==> src/hw/rtl/rmqb_pkg.sv <==
// Shared types and constants for the routed multi-queue bank.
// Holds result kind codes, command codes and fixed field widths.
// No dependencies.
`timescale 1ns / 1ps

package rmqb_pkg;

  // Fixed payload widths
  localparam int unsigned VAL_W  = 8;
  localparam int unsigned QIDX_W = 4;
  localparam int unsigned OCC_W  = 7;
  localparam int unsigned REM_W  = 16;

  // Admit limit after reset
  localparam logic [VAL_W-1:0] ADMIT_LIMIT_RST = 8'd10;

  // Command codes
  localparam logic CMD_INSERT = 1'b0;
  localparam logic CMD_DRAIN  = 1'b1;

  // Result kinds
  typedef enum logic [1:0] {
    KIND_ACK  = 2'd0,
    KIND_POP  = 2'd1,
    KIND_NONE = 2'd2
  } kind_t;

endpackage

==> src/hw/rtl/routed_multi_queue_bank_top.sv <==
// Top level of the routed multi-queue bank: queue-state memory, entry memory, control.
// Depends on rmqb_pkg.
//
//   channel   | handshake           | payload
//   ----------+---------------------+------------------------------------------------
//   input     | start, busy         | in_cmd, in_queue_index, in_value
//   result    | out_strobe          | out_kind, out_queue, out_value, out_accepted,
//             |                     | out_occupancy, out_removed_total, out_last
//   config    | cfg_we              | cfg_wdata (admit limit)
//
// An insert reads the queue-state memory, then updates the state and writes it back.
// A drain with no small queue occupied returns a single none result; otherwise, for each
// occupied small queue in turn, it reads the queue state, then the entry memory, and emits
// one pop result.
// Reset is synchronous; per-queue valid bits make the queue state read as zero until
// first written, so no clearing pass is needed. The receiver cannot stall results.
`timescale 1ns / 1ps

module routed_multi_queue_bank_top #(
  parameter int unsigned NUM_QUEUES  = 10,
  parameter int unsigned SMALL_DEPTH = 16,
  parameter int unsigned BIG_DEPTH   = 64
) (
  input  logic                                clk,
  input  logic                                rst_n,
  // input channel
  input  logic                                start,
  output logic                                busy,
  input  logic                                in_cmd,
  input  logic [rmqb_pkg::QIDX_W-1:0]         in_queue_index,
  input  logic [rmqb_pkg::VAL_W-1:0]          in_value,
  // result channel
  output logic                                out_strobe,
  output rmqb_pkg::kind_t                     out_kind,
  output logic [rmqb_pkg::QIDX_W-1:0]         out_queue,
  output logic [rmqb_pkg::VAL_W-1:0]          out_value,
  output logic                                out_accepted,
  output logic [rmqb_pkg::OCC_W-1:0]          out_occupancy,
  output logic [rmqb_pkg::REM_W-1:0]          out_removed_total,
  output logic                                out_last,
  // configuration
  input  logic                                cfg_we,
  input  logic [rmqb_pkg::VAL_W-1:0]          cfg_wdata
);

  import rmqb_pkg::*;

  localparam int unsigned MAXD    = (BIG_DEPTH > SMALL_DEPTH) ? BIG_DEPTH : SMALL_DEPTH;
  localparam int unsigned QW      = $clog2(NUM_QUEUES);
  localparam int unsigned HW      = $clog2(MAXD);
  localparam int unsigned CW      = $clog2(MAXD + 1);
  localparam int unsigned STORE_N = (NUM_QUEUES - 1) * SMALL_DEPTH + BIG_DEPTH;
  localparam int unsigned AW      = $clog2(STORE_N);
  localparam int unsigned QS_W    = HW + CW + REM_W;

  localparam logic [NUM_QUEUES-1:0] SMALL_MASK = {1'b0, {(NUM_QUEUES-1){1'b1}}};

  typedef enum logic [3:0] {
    S_IDLE = 4'b0001,
    S_INS  = 4'b0010,
    S_DRQ  = 4'b0100,
    S_DRE  = 4'b1000
  } state_t;

  // Lowest set bit of a queue mask
  function automatic logic [QW-1:0] first_set(input logic [NUM_QUEUES-1:0] v);
    logic [QW-1:0] idx;
    idx = '0;
    for (int i = NUM_QUEUES - 1; i >= 0; i--) begin
      if (v[i]) idx = QW'(i);
    end
    return idx;
  endfunction

  // Control and holding registers
  state_t                  state_r, state_nxt;
  logic [QW-1:0]           q_r, q_nxt;
  logic [QIDX_W-1:0]       iq_r, iq_nxt;
  logic                    inr_r, inr_nxt;
  logic [VAL_W-1:0]        val_r, val_nxt;
  logic [NUM_QUEUES-1:0]   pend_r, pend_nxt;
  logic [NUM_QUEUES-1:0]   nemp_r, nemp_nxt;
  logic [VAL_W-1:0]        limit_r;
  logic [CW-1:0]           hold_cnt_r, hold_cnt_nxt;
  logic [REM_W-1:0]        hold_rem_r, hold_rem_nxt;

  // Result registers
  logic                    out_strobe_r, out_strobe_nxt;
  kind_t                   out_kind_r, out_kind_nxt;
  logic [QIDX_W-1:0]       out_queue_r, out_queue_nxt;
  logic [VAL_W-1:0]        out_value_r, out_value_nxt;
  logic                    out_acc_r, out_acc_nxt;
  logic [OCC_W-1:0]        out_occ_r, out_occ_nxt;
  logic [REM_W-1:0]        out_rem_r, out_rem_nxt;
  logic                    out_last_r, out_last_nxt;

  // Queue-state memory: {head, count, removed} per queue
  logic [QS_W-1:0]         qs_mem [NUM_QUEUES];
  logic [NUM_QUEUES-1:0]   qs_vld_r;
  logic [QS_W-1:0]         qs_rdata_r;
  logic                    qs_rvld_r;
  logic                    qs_re, qs_we;
  logic [QW-1:0]           qs_raddr, qs_waddr;
  logic [QS_W-1:0]         qs_wdata;

  // Entry memory
  logic [VAL_W-1:0]        st_mem [STORE_N];
  logic [VAL_W-1:0]        st_rdata_r;
  logic                    st_re, st_we;
  logic [AW-1:0]           st_raddr, st_waddr;
  logic [VAL_W-1:0]        st_wdata;

  // Decoded queue state; unwritten entries read as zero
  logic [HW-1:0]           rd_head;
  logic [CW-1:0]           rd_cnt;
  logic [REM_W-1:0]        rd_rem;

  assign rd_head = qs_rvld_r ? qs_rdata_r[QS_W-1 -: HW]      : '0;
  assign rd_cnt  = qs_rvld_r ? qs_rdata_r[REM_W +: CW]       : '0;
  assign rd_rem  = qs_rvld_r ? qs_rdata_r[REM_W-1:0]         : '0;

  // Insert arithmetic
  logic [CW-1:0]           dep;
  logic                    is_big;
  logic                    admit;
  logic [CW:0]             slot_sum;
  logic [CW:0]             slot_w;
  logic [HW-1:0]           slot;
  logic [CW-1:0]           ins_cnt;

  assign is_big   = (q_r == QW'(NUM_QUEUES - 1));
  assign dep      = is_big ? CW'(BIG_DEPTH) : CW'(SMALL_DEPTH);
  assign admit    = inr_r && (rd_cnt < dep) && (is_big || (val_r <= limit_r));
  assign slot_sum = (CW+1)'(rd_head) + (CW+1)'(rd_cnt);
  assign slot_w   = (slot_sum >= (CW+1)'(dep)) ? slot_sum - (CW+1)'(dep) : slot_sum;
  assign slot     = HW'(slot_w);
  assign ins_cnt  = rd_cnt + CW'(admit);

  // Pop arithmetic
  logic [HW-1:0]           pop_head;
  logic [CW-1:0]           pop_cnt;
  logic [REM_W-1:0]        pop_rem;

  assign pop_head = (rd_head == HW'(SMALL_DEPTH - 1)) ? '0 : rd_head + 1'b1;
  assign pop_cnt  = rd_cnt - 1'b1;
  assign pop_rem  = (rd_rem == {REM_W{1'b1}}) ? rd_rem : rd_rem + 1'b1;

  assign busy = (state_r != S_IDLE);

  // Sequence inserts and drain walks
  always_comb begin
    logic [NUM_QUEUES-1:0] pick;
    logic [QW-1:0]         idx;
    pick = '0;
    idx  = '0;

    state_nxt      = state_r;
    q_nxt          = q_r;
    iq_nxt         = iq_r;
    inr_nxt        = inr_r;
    val_nxt        = val_r;
    pend_nxt       = pend_r;
    nemp_nxt       = nemp_r;
    hold_cnt_nxt   = hold_cnt_r;
    hold_rem_nxt   = hold_rem_r;

    out_strobe_nxt = 1'b0;
    out_kind_nxt   = out_kind_r;
    out_queue_nxt  = out_queue_r;
    out_value_nxt  = out_value_r;
    out_acc_nxt    = out_acc_r;
    out_occ_nxt    = out_occ_r;
    out_rem_nxt    = out_rem_r;
    out_last_nxt   = out_last_r;

    qs_re    = 1'b0;
    qs_raddr = q_r;
    qs_we    = 1'b0;
    qs_waddr = q_r;
    qs_wdata = '0;
    st_re    = 1'b0;
    st_raddr = '0;
    st_we    = 1'b0;
    st_waddr = '0;
    st_wdata = val_r;

    unique case (state_r)
      S_IDLE: begin
        if (start) begin
          if (in_cmd == CMD_INSERT) begin
            // latch the insert and fetch its queue state
            q_nxt     = QW'(in_queue_index);
            iq_nxt    = in_queue_index;
            inr_nxt   = (32'(in_queue_index) < NUM_QUEUES);
            val_nxt   = in_value;
            qs_re     = inr_nxt;
            qs_raddr  = QW'(in_queue_index);
            state_nxt = S_INS;
          end else begin
            pick = nemp_r & SMALL_MASK;
            if (pick == '0) begin
              // nothing to pop: single "none" result
              out_strobe_nxt = 1'b1;
              out_kind_nxt   = KIND_NONE;
              out_queue_nxt  = '0;
              out_value_nxt  = '0;
              out_acc_nxt    = 1'b0;
              out_occ_nxt    = '0;
              out_rem_nxt    = '0;
              out_last_nxt   = 1'b1;
            end else begin
              idx       = first_set(pick);
              pick[idx] = 1'b0;
              pend_nxt  = pick;
              q_nxt     = idx;
              qs_re     = 1'b1;
              qs_raddr  = idx;
              state_nxt = S_DRQ;
            end
          end
        end
      end

      S_INS: begin
        // store the value and write back the count when admitted
        if (admit) begin
          qs_we        = 1'b1;
          qs_wdata     = {rd_head, ins_cnt, rd_rem};
          st_we        = 1'b1;
          st_waddr     = AW'(q_r) * AW'(SMALL_DEPTH) + AW'(slot);
          nemp_nxt[q_r] = 1'b1;
        end
        out_strobe_nxt = 1'b1;
        out_kind_nxt   = KIND_ACK;
        out_queue_nxt  = iq_r;
        out_value_nxt  = val_r;
        out_acc_nxt    = admit;
        out_occ_nxt    = inr_r ? OCC_W'(ins_cnt) : '0;
        out_rem_nxt    = inr_r ? rd_rem : '0;
        out_last_nxt   = 1'b1;
        state_nxt      = S_IDLE;
      end

      S_DRQ: begin
        // advance head, write back state, fetch the head entry
        qs_we        = 1'b1;
        qs_wdata     = {pop_head, pop_cnt, pop_rem};
        st_re        = 1'b1;
        st_raddr     = AW'(q_r) * AW'(SMALL_DEPTH) + AW'(rd_head);
        hold_cnt_nxt = pop_cnt;
        hold_rem_nxt = pop_rem;
        if (pop_cnt == '0) nemp_nxt[q_r] = 1'b0;
        state_nxt    = S_DRE;
      end

      S_DRE: begin
        // emit the popped entry, then move on to the next occupied queue
        out_strobe_nxt = 1'b1;
        out_kind_nxt   = KIND_POP;
        out_queue_nxt  = QIDX_W'(q_r);
        out_value_nxt  = st_rdata_r;
        out_acc_nxt    = 1'b0;
        out_occ_nxt    = OCC_W'(hold_cnt_r);
        out_rem_nxt    = hold_rem_r;
        out_last_nxt   = (pend_r == '0);
        if (pend_r != '0) begin
          pick      = pend_r;
          idx       = first_set(pick);
          pick[idx] = 1'b0;
          pend_nxt  = pick;
          q_nxt     = idx;
          qs_re     = 1'b1;
          qs_raddr  = idx;
          state_nxt = S_DRQ;
        end else begin
          state_nxt = S_IDLE;
        end
      end

      default: state_nxt = S_IDLE;
    endcase
  end

  // Control registers
  always_ff @(posedge clk) begin
    if (!rst_n) begin
      state_r      <= S_IDLE;
      pend_r       <= '0;
      nemp_r       <= '0;
      limit_r      <= ADMIT_LIMIT_RST;
      qs_vld_r     <= '0;
      out_strobe_r <= 1'b0;
    end else begin
      state_r      <= state_nxt;
      pend_r       <= pend_nxt;
      nemp_r       <= nemp_nxt;
      out_strobe_r <= out_strobe_nxt;
      if (cfg_we) limit_r <= cfg_wdata;
      if (qs_we) qs_vld_r[qs_waddr] <= 1'b1;
    end
  end

  // Payload registers
  always_ff @(posedge clk) begin
    q_r         <= q_nxt;
    iq_r        <= iq_nxt;
    inr_r       <= inr_nxt;
    val_r       <= val_nxt;
    hold_cnt_r  <= hold_cnt_nxt;
    hold_rem_r  <= hold_rem_nxt;
    out_kind_r  <= out_kind_nxt;
    out_queue_r <= out_queue_nxt;
    out_value_r <= out_value_nxt;
    out_acc_r   <= out_acc_nxt;
    out_occ_r   <= out_occ_nxt;
    out_rem_r   <= out_rem_nxt;
    out_last_r  <= out_last_nxt;
  end

  // Queue-state memory, registered read
  always_ff @(posedge clk) begin
    if (qs_we) qs_mem[qs_waddr] <= qs_wdata;
    if (qs_re) begin
      qs_rdata_r <= qs_mem[qs_raddr];
      qs_rvld_r  <= qs_vld_r[qs_raddr];
    end
  end

  // Entry memory, registered read
  always_ff @(posedge clk) begin
    if (st_we) st_mem[st_waddr] <= st_wdata;
    if (st_re) st_rdata_r <= st_mem[st_raddr];
  end

  assign out_strobe        = out_strobe_r;
  assign out_kind          = out_kind_r;
  assign out_queue         = out_queue_r;
  assign out_value         = out_value_r;
  assign out_accepted      = out_acc_r;
  assign out_occupancy     = out_occ_r;
  assign out_removed_total = out_rem_r;
  assign out_last          = out_last_r;

`ifndef SYNTHESIS
  // Pending mask is only live during a drain walk
  a_pend_idle: assert property (@(posedge clk) disable iff (!rst_n)
    (state_r == S_IDLE || state_r == S_INS) |-> pend_r == '0)
    else $error("pending drain mask set outside a drain");

  // A non-final pop is followed by a gap without a strobe, then by the next pop
  a_pop_spacing: assert property (@(posedge clk) disable iff (!rst_n)
    (out_strobe && !out_last) |=> !out_strobe ##1 out_strobe)
    else $error("drain results not spaced as expected");

  // Popped entries always carry a nonzero removal count
  a_pop_removed: assert property (@(posedge clk) disable iff (!rst_n)
    (out_strobe && out_kind == KIND_POP) |-> out_removed_total != '0)
    else $error("pop reported with zero removal count");

  // The large queue is never drained
  a_pop_small: assert property (@(posedge clk) disable iff (!rst_n)
    (out_strobe && out_kind == KIND_POP) |-> out_queue != QIDX_W'(NUM_QUEUES - 1))
    else $error("pop reported from the large queue");
`endif

endmodule
==> config.mk <==
export PLATFORM = sky130hd
export DESIGN_NAME = routed_multi_queue_bank_top
export DESIGN_NICKNAME = d
export VERILOG_FILES = /design/src/hw/rtl/rmqb_pkg.sv /design/src/hw/rtl/routed_multi_queue_bank_top.sv
export SDC_FILE = /design/constraint.sdc
export NUM_CORES = 2
export LEC_CHECK = 0
export ABC_AREA = 1
export BUFFER_PORTS_ARGS = -buffer_cell sky130_fd_sc_hd__clkbuf_2
export CORE_MARGIN = 5
export CORE_UTILIZATION = 45
export DETAILED_ROUTE_END_ITERATION = 10
export PLACE_DENSITY = 0.67
export SKIP_CTS_REPAIR_TIMING = 1
export SLEW_MARGIN = 25
export SYNTH_ARGS = -nofsm -noshare
export SYNTH_HDL_FRONTEND = slang
export SYNTH_SLANG_ARGS = --single-unit
==> constraint.sdc <==
create_clock -name clk -period 5.2 [get_ports clk]
set_input_delay 0.78 -clock clk [delete_from_list [all_inputs] [get_ports clk]]
set_output_delay 0.78 -clock clk [all_outputs]
set_load 0.01 [all_outputs]
==> Word-level counts from Yosys, hierarchy flattened <==
Memories as Yosys holds them, arrays and structs flattened. A register that Yosys moved wholly into a read port is not among the register bits.
Index checks and enable logic that the tools add are counted.
{ "classes": {"n_eq_ne": 16, "n_addsub": 8, "n_lt_le_gt_ge": 11, "n_reduce_logical": 19, "n_mux": 110, "n_bitwise": 9} }
{ "ops": {"columns": ["operator", "count"], "rows": [
  ["4-bit 2-to-1 mux", 35],
  ["16-bit 2-to-1 mux", 6],
  ["10-bit 2-to-1 mux", 6],
  ["29-bit case mux with 2 select lines", 1],
  ["8-bit 2-to-1 mux", 6],
  ["16-bit case mux with 3 select lines", 1],
  ["7-bit 2-to-1 mux", 6],
  ["10-bit case mux with 2 select lines", 2],
  ["10-bit NOT", 3],
  ["29-bit 2-to-1 mux", 1],
  ["1-bit 2-to-1 mux", 24],
  ["4-bit case mux with 3 select lines", 2],
  ["8-bit case mux with 3 select lines", 1],
  ["7-bit case mux with 3 select lines", 1],
  ["10-bit bitwise AND", 2],
  ["10-bit zero test", 2],
  ["4-bit by 5-bit < comparator with 1-bit output (second input constant)", 4],
  ["10-bit bitwise OR", 2],
  ["6-bit 2-to-1 mux", 3],
  ["16-bit by 1-bit adder with 16-bit output (second input constant)", 1],
  ["8-bit by 6-bit adder with 8-bit output", 2],
  ["16-bit equality test (second input constant)", 1],
  ["2-bit inequality test (second input constant)", 7],
  ["1-bit demux with 4-bit select", 3],
  ["37 further kinds", 51]
]} }
{ "totals": {"reg_bits": 123, "n_memories": 2, "ramBits": 1954, "elab_cells": 195, "in_bits": 25} }
{ "mem_list": {"columns": ["name", "words", "width", "rd", "rd_ports_with_merged_regs", "write_ports", "line", "rtl"], "rows": [
  ["st_mem", 208, 8, 1, 1, 1, "routed_multi_queue_bank_top.sv:107", "logic [VAL_W-1:0] st_mem [STORE_N];"],
  ["qs_mem", 10, 29, 1, 1, 1, "routed_multi_queue_bank_top.sv:98", "logic [QS_W-1:0] qs_mem [NUM_QUEUES];"]
]} }

==> Longest topological paths before layout <==
{ "depth": {"ltp_word": 23, "depth_mapped": 30} }

==> Worst setup path before layout <==
No wires, ideal clock.
{ "synth_timing": {"path_kind": "flip-flop to flip-flop", "startpoint": "reg qs_rvld_r", "endpoint": "mem st_mem[114][0], enable pin", "setup_ps": 370, "setup_slack_ps": -384, "period_less_slack_ps": 5584, "stages_incl_launch_ff": 27, "arrival_time_ps": 5214, "cell_sequence": "edfxtp_1 nand2_1 inv_2 clkbuf_1 clkbuf_1 ha_1 ha_1 or2_2 a21oi_1 o21ai_0 nand3_1 nand2_1 a21oi_1 xor2_1 ha_1 a211oi_1 nand2_1 o21ai_0 ha_1 inv_1 fa_1 xnor2_1 inv_1 nor3_2 nand2_1 clkbuf_1 nor2_1"} }
{ "synth_via": {"elab_chain_cells": 8} }
{ "synth_lines": {"columns": ["element", "line", "rtl"], "rows": [
  ["start, declared", "routed_multi_queue_bank_top.sv:101", "logic qs_rvld_r;"],
  ["start signal, assigned", "routed_multi_queue_bank_top.sv:325", "qs_rvld_r <= qs_vld_r[qs_raddr];"],
  ["parallel branches: the longest is 8 deep, another holds 6-bit by 7-bit adder with 8-bit output", null, null],
  ["end, declared", "routed_multi_queue_bank_top.sv:107", null]
]} }
Several ways; the timed one is not identified.

==> Worst setup path in the final report <==
{ "layout_timing": {"startpoint": "reg qs_rvld_r", "endpoint": "mem st_mem[181][0], enable pin"} }
The elaborated chain is that of the path after synthesis.

==> out/qor.txt <==
Layout cells sized above 1: 16.8%
Power per Cell Area: 355 nW/µm²
Maximum level of the CTS H-tree: 4
Library cell appearing most often on the critical path: buf_4
Number of routed nets with antenna violations: 0
Post-layout utilization of the core: 51.9%
DIE HEIGHT: 456 µm
Detailed-route DRC error count: 0
Number of cells on the worst hold path: 1
Final number of max-transition violations: 0
Post-layout net count: 7,664
CP max-delay cell: edfxtp_1
Critical hold path startpoint: in_value[5]
Routed length per placed instance: 23.0 µm
Final wirelength: 240,000 µm
Area occupied by registers: 63,000 µm²
Buffer type at the clock tree root: clkbuf_16
Minimum setup slack among reg-to-reg paths: 0.19 ns
Area occupied by multi-input gates: 22,500 µm²
Syn Inst Count: 7,461
Number of global-route vias before repair: 57,462
Number of cells after detailed placement: 10,035
Die outline width: 456 µm
Proportion of synthesized chip area in sequential cells: 70.4%
Longest Clk Path Bufs: 3
Crit start category: flip-flop
Critical path class: reg2reg
TritonCTS sink count: 2,113
Number of antenna violations at the first check in global routing: 2
Proportion of register bits with asynchronous set or reset after synthesis: 0%
Slew of the pin with the lowest slew margin: 1.13 ns
I/O pins: 66
Number of buffers inserted by port buffering: 65
Netlist area before placement: 89,500 µm²
Area of the die: 208,000 µm²
Period utilisation layout: 96.3%
Slew Limit Headroom: 24.7%
Final global-route overflow total: 0
Flop and latch count out of synthesis: 2,113
Row cnt: 163
Kind of end point of the critical path: flip-flop
Endpoint of the worst register-to-register path: st_mem[181][0]
Initial Utilization: 45.3%
Setup WS pre-CTS: 0.0650 ns
Iter 0 DRT Violations: 6,899
CTS tree: yes
Ys Warns: 0
Final instance count without filler cells: 10,433
Largest net degree at the start of global routing: 156
Commonest register cell after synthesis: edfxtp_1
Routability congestion estimate from global placement: 0.857
Crit path from: qs_rvld_r
Number of vias in the routed layout: 58,884
Layout fillers: 16,426
Unrepaired setup endpoints after global routing: true
Leakage power figure: 36.3 nW
Power after layout: 36.4 mW
Status: finished clean
Hold path endpoint: st_wdata[5]
Maximum achievable frequency: 0.200 GHz
Final Setup Violations: 0
Clock insertion delay at the later pin of the skew report: 0.87 ns
VDD IR max: 0.326 mV
Launch point of the worst reg-to-reg path: qs_rvld_r
Worst EP arrival: 5.57 ns
Setup TNS Final: 0 ns
Worst Skew: 0.0390 ns
Net count after synthesis: 7,512
Number of distinct library cells after synthesis: 51
Max Cap Violations: 0
Clock input transition at the sequential cells of the worst setup and hold paths: 0.06 ns
Post-route worst setup slack: 0.193 ns
First drt pass iteration count: 6
Core area: 198,000 µm²
CTS Buf Count: 210
Hold WC Path Type: in2reg
Reg2Reg Depth: 28
Wire length of the first global-routing pass: 355,000 µm
Mean number of vias per cell: 5.64
Final-report hold violation count: 0
Critical path peak fanout: 16
Crit path largest cell delay: 0.52 ns
Area grow syn2layout: 14.7%
GR Util All Layers: 22.4%
Crit path time final: 5.01 ns
Total half-perimeter wirelength after legalization and detailed placement: 143,000 µm
Mean cell area of the mapped netlist: 12.0 µm²
Worst endpoint required time: 5.76 ns
Count of flip-flops with a built-in enable after synthesis: 2,067
-- worst max-delay path, delay by kind of cell, from the launching register on --
family | cells | cell delay (ns)
DFF | 1 | 0.52
xor gates and xnor gates | 2 | 0.37
buffers and inverters | 6 | 0.87
AOI/OAI and AO/OA | 6 | 0.72
adders and majority gates | 4 | 0.86
and+or+nand+nor | 10 | 1.33
-- area by class of cell --
class / instances / share of cell area [%]
clock buffer: 250 / 5.31
clock inverter: 141 / 1.49
multi-input combinational: 4038 / 21.9
timing repair buffer: 422 / 3.57
inverter: 828 / 3.07
sequential: 2113 / 61.4
tap: 2640 / 3.22
antenna: 1 / 0.00244
-- per-stage QoR --
| stage | cell area, µm² | hold slack, ns |
|---|---|---|
| finish | 103000 | 0.104 |
| floorplan | 90400 | 0.431 |
| global route | 103000 | 0.0664 |
| global placement | 95200 | 0.440 |
| CTS | 102000 | 0.0410 |
| detailed placement | 95200 | 0.447 |
-- cell families after synthesis --
kind of cell	after synthesis	synth area share [%]
multiplexers	7	0.0783
adder cells (fa/ha/maj)	26	0.380
buffers and inverters	1310	5.76
XOR/XNOR	25	0.266
AND/OR/NAND/NOR	2961	15.3
AO/OA/AOI/OAI	1019	7.78
flip-flops	2113	70.4
-- flip-flops by register name, indices dropped and copies added (netlist names), named ones only --
signal and flops:
out_strobe 1, out_removed_total 16, state_r 4, pend_r 10, qs_rdata_r 29, st_wdata 8
out_value 8, st_mem 1664, st_rdata_r 8, q_r 4, limit_r 8, qs_mem 290
iq_r 4, qs_rvld_r 1, inr_r 1, out_last 1, out_queue 4, out_kind 2
hold_rem_r 16, hold_cnt_r 7, qs_vld_r 10, out_occupancy 7, out_accepted 1
-- how the worst max path moves through the flow --
stage | end | cells after the start
final | st_mem[181][0] | 28
after global routing | st_mem[120][3] | 30
after CTS | st_mem[53][1] | 26
after detailed placement | st_mem[53][1] | 26
after global placement | st_mem[53][1] | 28
after floorplan | st_mem[203][0] | 25
-- per-layer routing --
| layer | GRT usage, % | wire [µm] | vias up |
|---|---|---|---|
| li1 | - | - | 26894 |
| met4 | 9.17 | 10300 | 0 |
| met2 | 37.1 | 115000 | 2774 |
| met3 | 3.59 | 19600 | 514 |
| met5 | 0 | 0 | - |
| met1 | 29.5 | 95500 | 28702 |
-- power by group --
| group | internal [mW] | total (mW) | switching, mW |
|---|---|---|---|
| sequential | 18.8 | 18.8 | 0.0552 |
| clock | 8.75 | 15.2 | 6.44 |
| combinational | 0.651 | 2.39 | 1.74 |
-- cells in the final DEF, fill, tap and decap left out, types with 9 or more instances in the layout --
master	count
nand3_1	1141
buf_6	23
clkinv_2	52
o21ai_1	14
ha_1	22
clkbuf_16	214
nand3b_1	31
o221ai_1	28
or2_2	263
bufinv_16	25
nor2_1	218
o21ai_0	213
buf_4	289
buf_12	41
clkbuf_2	65
clkinv_1	40
edfxtp_1	2067
nor2_2	125
clkbuf_1	37
or2_0	54
nand2_2	31
a21oi_1	59
clkinv_8	9
inv_2	12
nor2_4	86
inv_1	800
o211ai_1	665
clkinvlp_4	18
xor2_1	18
nand2_1	958
nand4_1	9
dfxtp_1	46
nor3_1	13
-- synth_stat cells, types with 28 or more instances --
cell      number  area, µm²
edfxtp_1    2067      62100
a21oi_1       63        315
nand3b_1      31        233
nand3_1     1143       5720
dfxtp_1       46        921
inv_1        814       3060
nand2_1      985       3700
nor2_1       419       1570
or2_2        263       1650
or2_0         54        338
o221ai_1      28        245
buf_1         46        173
o21ai_0      225       1130
clkbuf_1     273       1020
buf_2        157        786
o211ai_1     665       4990
Note: power is estimated with default switching activity, not from simulation.
